==> src/hdl/nir_pkg.sv <==
`timescale 1ns / 1ps
// nir_pkg: shared sizes, register indexes, threshold record and window helpers
// for the NEC IR frame decoder. No dependencies.
package nir_pkg;

  // capture geometry
  localparam int MAX_ENTRIES        = 256;
  localparam int IDX_W              = $clog2(MAX_ENTRIES + 1);
  localparam int HDR_SEARCH_LIMIT   = 10;
  localparam int CS_W               = $clog2(HDR_SEARCH_LIMIT + 4);
  localparam logic [CS_W-1:0] CODE_START_RST = CS_W'(HDR_SEARCH_LIMIT + 3);
  localparam int MAX_BITS           = 32;
  localparam int BC_W               = $clog2(MAX_BITS + 1);
  localparam int BIT_IDX_W          = $clog2(MAX_BITS);

  // configuration port
  localparam int CFG_IDX_W = 3;
  localparam int CFG_W     = 16;
  localparam logic [CFG_IDX_W-1:0] CFG_HDR_MARK    = 3'd0;
  localparam logic [CFG_IDX_W-1:0] CFG_HDR_SPACE   = 3'd1;
  localparam logic [CFG_IDX_W-1:0] CFG_ZERO_SPACE  = 3'd2;
  localparam logic [CFG_IDX_W-1:0] CFG_ONE_SPACE   = 3'd3;
  localparam logic [CFG_IDX_W-1:0] CFG_RPT_SPACE   = 3'd4;
  localparam logic [CFG_IDX_W-1:0] CFG_BURST_MARK  = 3'd5;

  localparam logic [CFG_W-1:0] RST_HDR_MARK   = 16'd9000;
  localparam logic [CFG_W-1:0] RST_HDR_SPACE  = 16'd4500;
  localparam logic [CFG_W-1:0] RST_ZERO_SPACE = 16'd560;
  localparam logic [CFG_W-1:0] RST_ONE_SPACE  = 16'd1685;
  localparam logic [CFG_W-1:0] RST_RPT_SPACE  = 16'd2250;
  localparam logic [CFG_W-1:0] RST_BURST_MARK = 16'd560;

  // floor(x/5) for 19-bit x: x * ceil(2^21/5) >> 21 is exact over that range
  localparam logic [18:0] DIV5_MUL = 19'd419431;

  // Precomputed window bounds. Strict windows compare 5d against 4T and 6T;
  // bit windows compare d against floor(4T/5) and floor(6T/5).
  typedef struct packed {
    logic [17:0] hm4;
    logic [18:0] hm6;
    logic [17:0] hs4;
    logic [18:0] hs6;
    logic [17:0] rs4;
    logic [18:0] rs6;
    logic [17:0] bm4;
    logic [18:0] bm6;
    logic [15:0] zlo;
    logic [16:0] zhi;
    logic [15:0] olo;
    logic [16:0] ohi;
  } nir_thr_t;

  function automatic logic [17:0] x4(input logic [CFG_W-1:0] t);
    return {t, 2'b00};
  endfunction

  function automatic logic [18:0] x6(input logic [CFG_W-1:0] t);
    return {1'b0, t, 2'b00} + {2'b00, t, 1'b0};
  endfunction

  function automatic logic [16:0] div5(input logic [18:0] x);
    logic [37:0] p;
    p = 38'(x) * 38'(DIV5_MUL);
    return p[37:21];
  endfunction

  function automatic logic [15:0] bit_lo(input logic [CFG_W-1:0] t);
    logic [16:0] q;
    q = div5({1'b0, x4(t)});
    return q[15:0];
  endfunction

  function automatic logic [16:0] bit_hi(input logic [CFG_W-1:0] t);
    return div5(x6(t));
  endfunction

endpackage

==> src/hdl/nec_ir_frame_decoder_unit.sv <==
`timescale 1ns / 1ps
// nec_ir_frame_decoder_unit: top level of the NEC IR frame decoder.
// Depends on nir_pkg and nir_cfg_regs.
//
// Usage:
//  - Input stream: one word per captured pulse. in_tdata carries the pulse
//    length in microseconds, in_tuser the pin level, in_tlast closes the
//    capture. Pulses are numbered from zero within a capture.
//  - Output stream: one word per capture, issued for the in_tlast word. It
//    holds address, command, inverted command and the running repeat count.
//  - Config port: cfg_we/cfg_index/cfg_wdata write one of six timing values
//    (header mark, header space, zero space, one space, repeat space, burst
//    mark). Write only while the decoder is idle.
//  - Throughput: one word per cycle unless a closing word stalls. Each word is
//    decoded by window compares on precomputed bounds in the cycle after it is taken.
//  - Result path: the closing pulse is decoded from the input register into the
//    output register, which holds the result word valid.
//  - Reset: decode state, repeat counter and timing values go to defaults
//    (9000/4500/560/1685/2250/560 us).
//  - Stall: a held result does not block pulses that produce no result; only
//    a second closing word waits in the input register, and in_tready drops.
module nec_ir_frame_decoder_unit (
  input  logic                          clk,
  input  logic                          rst_n,
  // input pulses
  input  logic                          in_tvalid,
  output logic                          in_tready,
  input  logic [15:0]                   in_tdata,   // [15:0] duration_us
  input  logic                          in_tuser,   // [0] level
  input  logic                          in_tlast,   // is_last
  // decoded frames
  output logic                          out_tvalid,
  input  logic                          out_tready,
  output logic [47:0]                   out_tdata,  // [15:0] address, [23:16] command,
                                                    // [31:24] cmd_inv,
                                                    // [47:32] repeat_count
  // timing registers
  input  logic                          cfg_we,
  input  logic [nir_pkg::CFG_IDX_W-1:0] cfg_index,
  input  logic [nir_pkg::CFG_W-1:0]     cfg_wdata
);

  localparam int IDX_W = nir_pkg::IDX_W;
  localparam int CS_W  = nir_pkg::CS_W;
  localparam int BC_W  = nir_pkg::BC_W;

  // decode phases
  localparam logic [1:0] PH_HEADER = 2'd0;
  localparam logic [1:0] PH_CODE   = 2'd1;
  localparam logic [1:0] PH_REPEAT = 2'd2;
  localparam logic [1:0] PH_DONE   = 2'd3;

  nir_pkg::nir_thr_t thr;

  nir_cfg_regs u_cfg (
    .clk       (clk),
    .rst_n     (rst_n),
    .cfg_we    (cfg_we),
    .cfg_index (cfg_index),
    .cfg_wdata (cfg_wdata),
    .thr       (thr)
  );

  // ---------------- input register ----------------
  logic        stg_v_r;
  logic [15:0] stg_dur_r;
  logic        stg_lvl_r;
  logic        stg_last_r;

  logic out_v_r;
  logic out_free;
  logic stage_adv;
  logic in_acc;

  assign out_free  = !out_v_r || out_tready;
  // a closing word needs the output register; other words always move on
  assign stage_adv = stg_v_r && (!stg_last_r || out_free);
  assign in_tready = !stg_v_r || stage_adv;
  assign in_acc    = in_tvalid && in_tready;

  always_ff @(posedge clk) begin
    if (!rst_n) begin
      stg_v_r <= 1'b0;
    end else if (in_acc) begin
      stg_v_r <= 1'b1;
    end else if (stage_adv) begin
      stg_v_r <= 1'b0;
    end
  end

  always_ff @(posedge clk) begin
    if (in_acc) begin
      stg_dur_r  <= in_tdata;
      stg_lvl_r  <= in_tuser;
      stg_last_r <= in_tlast;
    end
  end

  // ---------------- decode state ----------------
  logic [IDX_W-1:0] idx_r,  idx_nxt;
  logic [1:0]       ph_r,   ph_nxt;
  logic [CS_W-1:0]  cs_r,   cs_nxt;
  logic [1:0]       pm_r,   pm_nxt;   // [0] first element matched, [1] two-element prefix
  logic [31:0]      bits_r, bits_nxt;
  logic [BC_W-1:0]  bc_r,   bc_nxt;
  logic [15:0]      cnt_r,  cnt_nxt;

  // window hits for the word in the input register
  logic [18:0] d5;
  logic        hit_hm, hit_hs, hit_rs, hit_bm;
  logic        zero_hit, one_hit;

  assign d5 = {1'b0, stg_dur_r, 2'b00} + {3'b000, stg_dur_r};

  assign hit_hm =  stg_lvl_r && (d5 > {1'b0, thr.hm4}) && (d5 < thr.hm6);
  assign hit_hs = !stg_lvl_r && (d5 > {1'b0, thr.hs4}) && (d5 < thr.hs6);
  assign hit_rs = !stg_lvl_r && (d5 > {1'b0, thr.rs4}) && (d5 < thr.rs6);
  assign hit_bm =  stg_lvl_r && (d5 > {1'b0, thr.bm4}) && (d5 < thr.bm6);

  assign zero_hit = (stg_dur_r >= thr.zlo) && ({1'b0, stg_dur_r} <= thr.zhi);
  assign one_hit  = (stg_dur_r >= thr.olo) && ({1'b0, stg_dur_r} <= thr.ohi);

  always_comb begin
    idx_nxt  = idx_r;
    ph_nxt   = ph_r;
    cs_nxt   = cs_r;
    pm_nxt   = pm_r;
    bits_nxt = bits_r;
    bc_nxt   = bc_r;
    cnt_nxt  = cnt_r;
    // past the capture limit the index saturates and nothing is decoded
    if (idx_r < IDX_W'(nir_pkg::MAX_ENTRIES)) begin
      if (ph_r == PH_HEADER) begin
        if (pm_r[0] && hit_hs) begin
          cs_nxt = idx_r[CS_W-1:0] + CS_W'(2);
          ph_nxt = PH_CODE;
        end else if (idx_r >= IDX_W'(nir_pkg::HDR_SEARCH_LIMIT)) begin
          // no header found: assume the default position
          cs_nxt = nir_pkg::CODE_START_RST;
          ph_nxt = PH_CODE;
        end
        pm_nxt = {1'b0, (ph_nxt == PH_HEADER) && hit_hm};
      end else if (ph_r == PH_CODE) begin
        // data spaces sit on every second entry from the code start
        if ((idx_r >= IDX_W'(cs_r)) && (idx_r[0] == cs_r[0])) begin
          if (zero_hit) begin
            if (bc_r < BC_W'(nir_pkg::MAX_BITS)) begin
              bc_nxt = bc_r + BC_W'(1);
            end
          end else if (one_hit) begin
            if (bc_r < BC_W'(nir_pkg::MAX_BITS)) begin
              bits_nxt[bc_r[nir_pkg::BIT_IDX_W-1:0]] = 1'b1;
              bc_nxt = bc_r + BC_W'(1);
            end
          end else begin
            ph_nxt = PH_REPEAT;
            pm_nxt = 2'b00;
          end
        end
      end
      // repeat triple search, also on the word that ended the code
      if (ph_nxt == PH_REPEAT) begin
        if (pm_nxt[1] && hit_bm) begin
          cnt_nxt = cnt_r + 16'd1;
          ph_nxt  = PH_DONE;
          pm_nxt  = 2'b00;
        end else begin
          pm_nxt = {pm_nxt[0] && hit_rs, hit_hm};
        end
      end
      idx_nxt = idx_r + IDX_W'(1);
    end
  end

  always_ff @(posedge clk) begin
    if (!rst_n) begin
      idx_r  <= '0;
      ph_r   <= PH_HEADER;
      cs_r   <= nir_pkg::CODE_START_RST;
      pm_r   <= 2'b00;
      bits_r <= '0;
      bc_r   <= '0;
      cnt_r  <= '0;
    end else if (stage_adv) begin
      cnt_r <= cnt_nxt;
      if (stg_last_r) begin
        // capture closed: start over, keep the repeat count
        idx_r  <= '0;
        ph_r   <= PH_HEADER;
        cs_r   <= nir_pkg::CODE_START_RST;
        pm_r   <= 2'b00;
        bits_r <= '0;
        bc_r   <= '0;
      end else begin
        idx_r  <= idx_nxt;
        ph_r   <= ph_nxt;
        cs_r   <= cs_nxt;
        pm_r   <= pm_nxt;
        bits_r <= bits_nxt;
        bc_r   <= bc_nxt;
      end
    end
  end

  // ---------------- output register ----------------
  logic [47:0] out_data_r;

  always_ff @(posedge clk) begin
    if (!rst_n) begin
      out_v_r <= 1'b0;
    end else if (out_free) begin
      out_v_r <= stage_adv && stg_last_r;
    end
  end

  always_ff @(posedge clk) begin
    if (out_free && stage_adv && stg_last_r) begin
      out_data_r <= {cnt_nxt, bits_nxt[31:24], bits_nxt[23:16],
                     bits_nxt[7:0], bits_nxt[15:8]};
    end
  end

  assign out_tvalid = out_v_r;
  assign out_tdata  = out_data_r;

  // ---------------- checks ----------------
  // input only stalls behind a closing word that waits for the output
  a_stall_cause: assert property (@(posedge clk) disable iff (!rst_n)
    !in_tready |-> (stg_v_r && stg_last_r && out_v_r && !out_tready))
    else $error("input stalled without a blocked closing word");

  // a closing word leaves the decoder in its start state and a result pending
  a_close_clears: assert property (@(posedge clk) disable iff (!rst_n)
    (stage_adv && stg_last_r) |=> (idx_r == '0 && ph_r == PH_HEADER && out_v_r))
    else $error("capture close did not restart decoding");

  // no bits can be collected before the header phase is left
  a_header_empty: assert property (@(posedge clk) disable iff (!rst_n)
    (ph_r == PH_HEADER) |-> (bc_r == '0 && bits_r == '0))
    else $error("bits present during header search");

  // bit counter never passes the frame width
  a_bc_bound: assert property (@(posedge clk) disable iff (!rst_n)
    (stage_adv && !stg_last_r) |=> (bc_r <= BC_W'(nir_pkg::MAX_BITS)))
    else $error("bit counter overflow");

endmodule

==> src/hdl/nir_cfg_regs.sv <==
`timescale 1ns / 1ps
// nir_cfg_regs: timing registers of the NEC IR decoder, kept as window bounds.
// Depends on nir_pkg.
module nir_cfg_regs (
  input  logic                          clk,
  input  logic                          rst_n,
  input  logic                          cfg_we,
  input  logic [nir_pkg::CFG_IDX_W-1:0] cfg_index,
  input  logic [nir_pkg::CFG_W-1:0]     cfg_wdata,
  output nir_pkg::nir_thr_t             thr
);

  nir_pkg::nir_thr_t thr_r;

  // bounds of the incoming value; the bit bounds take one reciprocal multiply each
  logic [17:0] w4;
  logic [18:0] w6;
  logic [15:0] wlo;
  logic [16:0] whi;

  assign w4  = nir_pkg::x4(cfg_wdata);
  assign w6  = nir_pkg::x6(cfg_wdata);
  assign wlo = nir_pkg::bit_lo(cfg_wdata);
  assign whi = nir_pkg::bit_hi(cfg_wdata);

  always_ff @(posedge clk) begin
    if (!rst_n) begin
      thr_r.hm4 <= nir_pkg::x4(nir_pkg::RST_HDR_MARK);
      thr_r.hm6 <= nir_pkg::x6(nir_pkg::RST_HDR_MARK);
      thr_r.hs4 <= nir_pkg::x4(nir_pkg::RST_HDR_SPACE);
      thr_r.hs6 <= nir_pkg::x6(nir_pkg::RST_HDR_SPACE);
      thr_r.rs4 <= nir_pkg::x4(nir_pkg::RST_RPT_SPACE);
      thr_r.rs6 <= nir_pkg::x6(nir_pkg::RST_RPT_SPACE);
      thr_r.bm4 <= nir_pkg::x4(nir_pkg::RST_BURST_MARK);
      thr_r.bm6 <= nir_pkg::x6(nir_pkg::RST_BURST_MARK);
      thr_r.zlo <= nir_pkg::bit_lo(nir_pkg::RST_ZERO_SPACE);
      thr_r.zhi <= nir_pkg::bit_hi(nir_pkg::RST_ZERO_SPACE);
      thr_r.olo <= nir_pkg::bit_lo(nir_pkg::RST_ONE_SPACE);
      thr_r.ohi <= nir_pkg::bit_hi(nir_pkg::RST_ONE_SPACE);
    end else if (cfg_we) begin
      unique case (cfg_index)
        nir_pkg::CFG_HDR_MARK: begin
          thr_r.hm4 <= w4;
          thr_r.hm6 <= w6;
        end
        nir_pkg::CFG_HDR_SPACE: begin
          thr_r.hs4 <= w4;
          thr_r.hs6 <= w6;
        end
        nir_pkg::CFG_ZERO_SPACE: begin
          thr_r.zlo <= wlo;
          thr_r.zhi <= whi;
        end
        nir_pkg::CFG_ONE_SPACE: begin
          thr_r.olo <= wlo;
          thr_r.ohi <= whi;
        end
        nir_pkg::CFG_RPT_SPACE: begin
          thr_r.rs4 <= w4;
          thr_r.rs6 <= w6;
        end
        nir_pkg::CFG_BURST_MARK: begin
          thr_r.bm4 <= w4;
          thr_r.bm6 <= w6;
        end
        default: ;  // unused indexes are dropped
      endcase
    end
  end

  assign thr = thr_r;

endmodule

==> config.mk <==
export PLATFORM = sky130hd
export DESIGN_NAME = nec_ir_frame_decoder_unit
export DESIGN_NICKNAME = d
export VERILOG_FILES = /design/src/hdl/nir_pkg.sv /design/src/hdl/nec_ir_frame_decoder_unit.sv /design/src/hdl/nir_cfg_regs.sv
export SDC_FILE = /design/constraint.sdc
export NUM_CORES = 1
export LEC_CHECK = 0
export ABC_AREA = 1
export BUFFER_PORTS_ARGS = -buffer_cell sky130_fd_sc_hd__buf_4
export CAP_MARGIN = 20
export CORE_MARGIN = 4
export CORE_UTILIZATION = 55
export CTS_CLUSTER_SIZE = 25
export DETAILED_ROUTE_END_ITERATION = 8
export PLACE_DENSITY = 0.72
export SYNTH_ARGS = -nofsm -noshare
export SYNTH_HDL_FRONTEND = slang
export SYNTH_SLANG_ARGS = --single-unit
==> constraint.sdc <==
create_clock -name clk -period 8.88 [get_ports clk]
set_input_delay 0 -clock clk [delete_from_list [all_inputs] [get_ports clk]]
set_output_delay 0 -clock clk [all_outputs]
set_load 0.03 [all_outputs]
---- Word level (Yosys, flattened, before mapping) ----
Index checks and enable logic that the tools add are counted.
word-level totals
  output and inout bits ................... 50
  flip-flop bits (word level) ............. 345
  input bits .............................. 42
  word-level logic and storage cells ...... 162
operators by class
  add/sub/neg operators ................... 6
  bitwise logic cells ..................... 1
  multiplexer cells ....................... 54
  equal/unequal tests ..................... 9
  multipliers ............................. 2
  reduce and logical (&&, ||, !) cells .... 47
  order comparisons ....................... 18
operator list
  kind                    count
  $mux 32                 8
  $gt 19x18->1            4
  $lt 19x19->1            4
  $mux 16                 3
  $mux 2                  24
  $mux 6                  8
  $mul 19x19->38 const B  1
  $mul 16x19->35 const B  1
  $le 16x17->1            2
  $ge 16x16->1            2
  $or 32x32->32           1
  $logic_and 1x1->1       21
  $mux 4                  5
  $add 18x16->19          1
  $add 18x17->19          1
  $mux 9                  2
  $add 16x1->16 const B   1
  $reduce_and 2->1        7
  $reduce_bool 2->1       5
  $add 9x1->9 const B     1
  $ge 9x4->1              1
  $ge 9x4->1 const B      1
  $lt 9x9->1 const B      1
  $add 6x1->6 const B     1
  20 further kinds        31

---- Depth between registers and ports, before layout ----
Gate-level depths: netlist of run 1.
  word-level depth ........................ 17
  mapped depth ............................ 41

---- Cells and area by module ----
Synthesis of run 1 repeated with hierarchy kept, for this count alone.
unflattened totals
  cell total of the unflattened synthesis .. 4149
  area total of the unflattened synthesis .. 32062.0 um^2
by module, submodules not included
  module                     area an instance (um^2)  cells an instance  sequential area each (um^2)  instances
  nir_cfg_regs               19826.5                  2506               3963.8                       1
  nec_ir_frame_decoder_unit  12235.5                  1643               3443.3                       1

---- Worst setup path before layout of run 1 ----
Ideal clock, no wire load.
  kind .................................... input -> register
  from .................................... in cfg_wdata[0] in the netlist's numbering
  to ...................................... reg u_cfg.thr_r, in the netlist u_cfg.thr[42]
  stages on the path ...................... 38
  setup time .............................. 115 ps
  data required time ...................... 8765 ps
  buffers on the path ..................... 0
  path slack .............................. 2241 ps
  arrival ................................. 6524 ps
  cell sequence ........................... ha_1 -> fa_1 -> nand2_1 -> nand3_1 -> o21ai_1 -> o21ai_1 -> nand3_1 -> nand2_1 -> nand2_1 -> nand2_1 -> inv_2 -> o21ai_1 -> inv_1 -> o21ai_1 -> or2_2 -> nand2_1 -> ha_1 -> fa_1 -> [2 not listed] -> inv_1 -> fa_1 -> fa_1 -> inv_1 -> fa_1 -> inv_1 -> ha_1 -> nand2_1 -> o21ai_0 -> a21oi_1 -> nand3_1 -> nand2_1 -> nand2_1 -> a21oi_1 -> o21ai_0 -> or2_2 -> nand3_1 -> nand2_1
between the ends
  longest elaborated chain between the ends .. 2
ends and longest elaborated chain
  what                line                             source
  start: declaration  nec_ir_frame_decoder_unit.sv:40  input logic [nir_pkg::CFG_W-1:0] cfg_wdata
  $add 18x17->19      --
  via u_cfg.w6[16]    nir_cfg_regs.sv:17               logic [18:0] w6;
  $mul 19x19->38      nir_pkg.sv:63                    p = 38'(x) * 38'(DIV5_MUL);
  end: declaration    nir_cfg_regs.sv:13               nir_pkg::nir_thr_t thr_r;
The timed path passes the listed nets, and every way through them passes these cells.
A chain may end at the register's enable or synchronous reset.

---- Worst setup path in the final report of run 1 ----
  from .................................... in cfg_wdata[1] in the netlist's numbering
  to ...................................... reg u_cfg.thr_r, in the netlist u_cfg.thr[9]
The elaborated chain is that of the path after synthesis.

==> reports/metrics.yaml, run 1 <==
run_status:
  outcome: "finished clean"
cts:
  cts_tree: "done"
  clock_latency_ns: 0.57
  max-clock-path-buffers: 3
  cts.repair.resized: 0
  clkTransAtPathRegs_ns: 0.06
  cts.htree.levels: 2
  clkSinkCount: 337
  clockRootBuffer: "sky130_fd_sc_hd__clkbuf_16"
  tritoncts.num_buffers: 38
sta:
  unrepaired_setup_endpoints_after_global_routing: "no"
  fin_skew_ns: 0.0222
  max_slew.worst_pin.slew_ns: 1.03
  timing.final.crit_share_pct: 87.5
  timing_max_transition_violations_final: 0
  layout_min_cycle_time_ns: 7.77
  worst_slew_margin_rel_pct: 30.6
  timing.setup.tns_ns: 0
  report.final.hold_viol_count: 0
  finalSetupViolations: 0
  timing.fmax_mhz: 129
floorplanning:
  floorplan.io_pins: 92
  y_dimension_of_the_die_um: 244
  die_width_um: 244
  rows: 86
  design.core.area_um2: 55100
  dieArea_um2: 59400
  start_util_pct: 55.5
grt:
  grt_overflow_total: 0
  global_route.usage.total_pct: 28.3
  global_route.usage.met2_pct: 46.4
  busiest_layer: "met2"
  global_route.usage.met3_pct: 3.84
  via_count_of_the_first_global_routing_pass: 25500
  grt_antenna_before_repair: 0
  grt_pass1_wl_um: 135000
  grt_use_met1_pct: 37.7
  largest_net_degree_at_the_start_of_global_routing: 81
cells_and_area:
  final_design_area_no_fill_um2: 33800
  most-common-layout-cells: "844 x sky130_fd_sc_hd__inv_1, 506 x sky130_fd_sc_hd__ha_1, 497 x sky130_fd_sc_hd__nand2_1, 358 x sky130_fd_sc_hd__a21oi_1, 271 x sky130_fd_sc_hd__dfxtp_1"
  num-fill-cells: 4923
  flow.area_growth_from_synthesis_pct: 10.5
  design.final.nets: 4690
  layout.cells.most_common: "sky130_fd_sc_hd__inv_1"
  post_route_cells_drive_above_1_share_pct: 5.68
worst_setup_path:
  cp-start-kind: "primary input"
  crit_buf_inv: 8
  crit_type: "primary input to flop"
  worst_ep_arrival_time_ns: 8.20
  critPathSlowestCell: "sky130_fd_sc_hd__fa_1"
  critical-path-max-stage-delay_ns: 0.56
  critical-path-top-cell-by-count: "sky130_fd_sc_hd__nand2_1"
  crit_required_ns: 9.31
  cp-end-kind: "flop"
  crit_family: "adder cells"
  critPathMaxFanout: 9
routing:
  wl_per_cell_um: 18.0
  drt-pass1-iter-count: 6
  vias: 25900
  ant_nets: 0
  initialDrtViolationCount: 1948
  detailed_route_drc_error_count: 0
  via_per_inst: 5.51
  wirelength_um: 84700
run:
  cap_violations: 0
min_path:
  holdCritPathClass: "primary input to flop"
synthesis:
  synth_seq_cells: 337
  yosysUniqueCellTypes: 51
  synth_warnings: 0
  syn-mean-instance-area_um2: 8.01
  synthesis.area_um2: 30600
  synth_nets: 4573
  synth_seq_area_share_pct: 24.2
  post_synth_inst_count: 3817
placement:
  post-dp-hpwl_um: 66600
  buffer_ports.inserted: 91
  dpl-instance-area_um2: 32100
  place.gp.congestion: 0.971
[path summary, 6_finish.rpt]
kind | endpoint | depth (start not counted) | slack [ns] | start
worst max register to register | cnt_r[15] | 28 | 3.90 | stg_dur_r[3]
worst max-delay path | u_cfg.thr[9] | 40 | 1.11 | cfg_wdata[1]
worst min-delay path | u_cfg.thr[138] | 3 | 0.05 | cfg_wdata[14]
worst min register to register | bits_r[20] | 2 | 0.45 | bits_r[20]
[per-stage QoR]
stage               utilization, %  hold slack [ns]  setup slack [ns]  instances
finish                        61.3           0.0507              1.11       4712
global route                  61.3           0.0784             0.525       4711
CTS                           61.2           0.0256              1.15       4709
detailed placement            58.3            0.182              1.09       4603
global placement              58.3            0.179              1.23       4603
floorplan                        -           0.0989              2.24       3817
[worst min-delay path, delay by kind of cell]
family                 cells  cell delay (ns)
buffers and inverters      2             0.36
AOI/OAI and AO/OA          1             0.20
[registers in the layout (all words and copies together), names as in the netlist]
name,count
out_tdata,48
out_tvalid,1
ph_r,2
u_cfg.thr,198
idx_r,9
pm_r,2
stg_last_r,1
cnt_r,16
bits_r,32
stg_lvl_r,1
cs_r,4
bc_r,6
stg_dur_r,16
stg_v_r,1
[cell families (layout without fill, tap and decap cells)]
kind of cell / after synthesis / after routing / synth area share (%)
other cells: 0 / 1 / 0
simple gates: 1021 / 1021 / 14.6
buf+inv: 939 / 1085 / 11.6
fa+ha+maj: 714 / 714 / 34.3
compound gates: 757 / 757 / 13.8
flops: 337 / 337 / 24.2
xor+xnor: 49 / 49 / 1.40
[Yosys cell counts (all sizes together)]
master	count	area share, %
and2	2	0.041
a21boi	5	0.12
edfxtp	66	6.5
a21o	15	0.37
xor2	35	1.0
o41ai	1	0.029
a211oi	23	0.56
a221oi	8	0.23
inv	855	10
fa	208	14
a21oi	359	5.9
and3	1	0.020
a31oi	8	0.16
nor4	9	0.18
buf	9	0.16
o221a	1	0.037
dfxtp	271	18
o21ai	235	3.9
a2111oi	1	0.029
or4	1	0.025
o21a	11	0.27
ha	506	21
o211ai	70	1.7
or2	9	0.18
o2111ai	4	0.11
nor3	55	0.93
xnor2	14	0.40
o21bai	9	0.22
nand3	176	3.1
clkinv	3	0.053
nand3b	7	0.17
nor3b	2	0.049
clkbuf	72	0.88
nor2	186	2.3
nand2	500	6.2
nand4	73	1.5
o31ai	7	0.17
[timing repair]
| item | 4_1_cts | 5_1_grt |
|---|---|---|
| hold buffers | 37 | 0 |
| endpoints found under the hold margin | 90 | 0 |
| setup buffers | 0 | 0 |
[metal layers]
metal	part of all wire, %	routed length, µm
met1	43	36700
met2	46	38600
met3	6.5	5530
met4	4.5	3850
met5	0	0
[final cells by class]
type                    count  area [µm²]  share of cell area (%)
diodes                      1        2.50                 0.00741
clock buffers              59        1130                    3.35
clock inverters            10         108                   0.319
inverters                 858        3230                    9.55
multi-input cells        2541       19700                    58.2
flip-flops and latches    337        7410                    21.9
well taps                 748         936                    2.77
repair buffers            158        1310                    3.88
Power of run 1 is left out: the tool's default activity adds up to more than one toggle a clock period on the data nets, which glitch-free logic cannot reach.
==> run 2: changes to the inputs <==
--- a/config.mk
+++ b/config.mk
@@ -13,6 +13,8 @@
 export CTS_CLUSTER_SIZE = 25
 export DETAILED_ROUTE_END_ITERATION = 8
 export PLACE_DENSITY = 0.72
+export REMOVE_ABC_BUFFERS = 1
+export SLEW_MARGIN = 0
 export SYNTH_ARGS = -nofsm -noshare
 export SYNTH_HDL_FRONTEND = slang
 export SYNTH_SLANG_ARGS = --single-unit
==> run 2 against run 1 <==
Setup slack better by 0.15 ns; flip-flop and latch count stayed put; sequential share of layout area shrank 0.16 points; wire length decreased by 2.3%; non-clock buffer count up 1.
==> reports/metrics.yaml, run 2 (synthesis results as in run 1) <==
cells_and_area:
  most-common-layout-cells: "844 x sky130_fd_sc_hd__inv_1, 506 x sky130_fd_sc_hd__ha_1, 497 x sky130_fd_sc_hd__nand2_1, 358 x sky130_fd_sc_hd__a21oi_1, 271 x sky130_fd_sc_hd__dfxtp_1"
  flow.area_growth_from_synthesis_pct: 11.3
  design.final.nets: 4692
  final_core_utilization_pct: 61.8
  num-fill-cells: 4878
  layout.cells.most_common: "sky130_fd_sc_hd__inv_1"
  post_route_cells_drive_above_1_share_pct: 5.90
  register_area_um2: 7410
  multiInputGateArea_um2: 19700
  antenna-diode-count: 0
  largest_register_ffs: 198
floorplanning:
  floorplan.io_pins: 92
  dieArea_um2: 59400
  rows: 86
  design.core.area_um2: 55100
  y_dimension_of_the_die_um: 244
  start_util_pct: 55.5
  die_width_um: 244
routing:
  wirelength_um: 82700
  via_per_inst: 5.39
  wl_per_cell_um: 17.5
  detailed_route_drc_error_count: 0
  ant_nets: 0
  vias: 25400
  initialDrtViolationCount: 1803
  drt-pass1-iter-count: 6
worst_setup_path:
  critPathSlowestCell: "sky130_fd_sc_hd__xor2_1"
  worst_setup_path_startpoint: "cfg_wdata[1]"
  worst_ep_arrival_time_ns: 8.08
  critPathMaxFanout: 8
  crit_type: "primary input to flop"
  cp-end-kind: "flop"
  critical-path-top-cell-by-count: "sky130_fd_sc_hd__nand2_1"
  cp-start-kind: "primary input"
  regToRegStartpoint: "stg_dur_r[2]"
  critical-path-max-stage-delay_ns: 0.71
  crit_required_ns: 9.34
placement:
  place_ws_ns: 1.39
  buffer_ports.inserted: 91
  post-dp-hpwl_um: 64600
  place.gp.congestion: 0.957
grt:
  largest_net_degree_at_the_start_of_global_routing: 95
  global_route.usage.total_pct: 27.8
  via_count_of_the_first_global_routing_pass: 24600
  grt_overflow_total: 0
  busiest_layer: "met2"
  global_route.usage.met3_pct: 4.55
  grt_antenna_before_repair: 0
  grt_pass1_wl_um: 133000
  global_route.usage.met2_pct: 45.0
  grt_use_met1_pct: 38.2
sta:
  max_slew.worst_pin.slew_ns: 1.05
  finalSetupViolations: 0
  unrepaired_setup_endpoints_after_global_routing: "no"
  timing.fmax_mhz: 131
  slack_of_the_critical_path_ns: 1.26
  worst_slew_margin_rel_pct: 29.6
  timing.setup.tns_ns: 0
  timing_max_transition_violations_final: 0
  fin_skew_ns: 0.0206
  report.final.hold_viol_count: 0
  layout_min_cycle_time_ns: 7.62
  timing.final.crit_share_pct: 85.8
min_path:
  worstHoldStart: "cfg_index[0]"
  holdCritPathClass: "primary input to flop"
cts:
  cts.repair.resized: 0
  post_cts_hold_buffer_count: 38
  clkSinkCount: 337
  tritoncts.num_buffers: 39
  cts_tree: "done"
  clockRootBuffer: "sky130_fd_sc_hd__clkbuf_16"
  cts.repair_timing.setup_buffer_count: 0
  cts.htree.levels: 2
  clkTransAtPathRegs_ns: 0.06
  max-clock-path-buffers: 3
  clock_latency_ns: 0.58
run_status:
  outcome: "finished clean"
run:
  cap_violations: 0
[run 2: area by class of cell]
class,count,share of cell area [%]
clock buffer,49,3.19
timing repair buffer,159,4.02
multi-input combinational,2541,57.8
clock inverter,22,1.02
sequential,337,21.8
tap,748,2.75
inverter,858,9.49
[run 2: worst paths after layout]
path / endpoint / slack [ns] / cells past startpoint
max: u_cfg.thr[42] / 1.26 / 40
min reg2reg: bits_r[28] / 0.45 / 2
max reg2reg: cnt_r[2] / 3.49 / 23
min: u_cfg.thr[56] / 0.09 / 5
[run 2: critical path, delay by kind of cell]
kind / cells / cell delay (ns)
fa+ha+maj: 8 / 3.70
xor+xnor: 1 / 0.71
compound gates: 6 / 0.91
buf+inv: 7 / 0.99
simple gates: 18 / 1.74
[run 2: routing by layer]
metal | vias to the layer above | share of wire, %
li1 | 12800 | -
met1 | 11700 | 45
met2 | 764 | 45
met3 | 162 | 7.0
met4 | 0 | 3.5
met5 | - | 0
[run 2: stage by stage]
stage / hold WS [ns] / instance area (µm²) / instances
2_1_floorplan: 0.0846 / 30300 / 3736
3_3_place_gp: 0.178 / 32100 / 4601
3_5_place_dp: 0.179 / 32100 / 4602
4_1_cts: 0.0471 / 33900 / 4711
5_1_grt: 0.128 / 34000 / 4714
6_report: 0.0891 / 34000 / 4714
Power of run 2 is left out for the same reason.
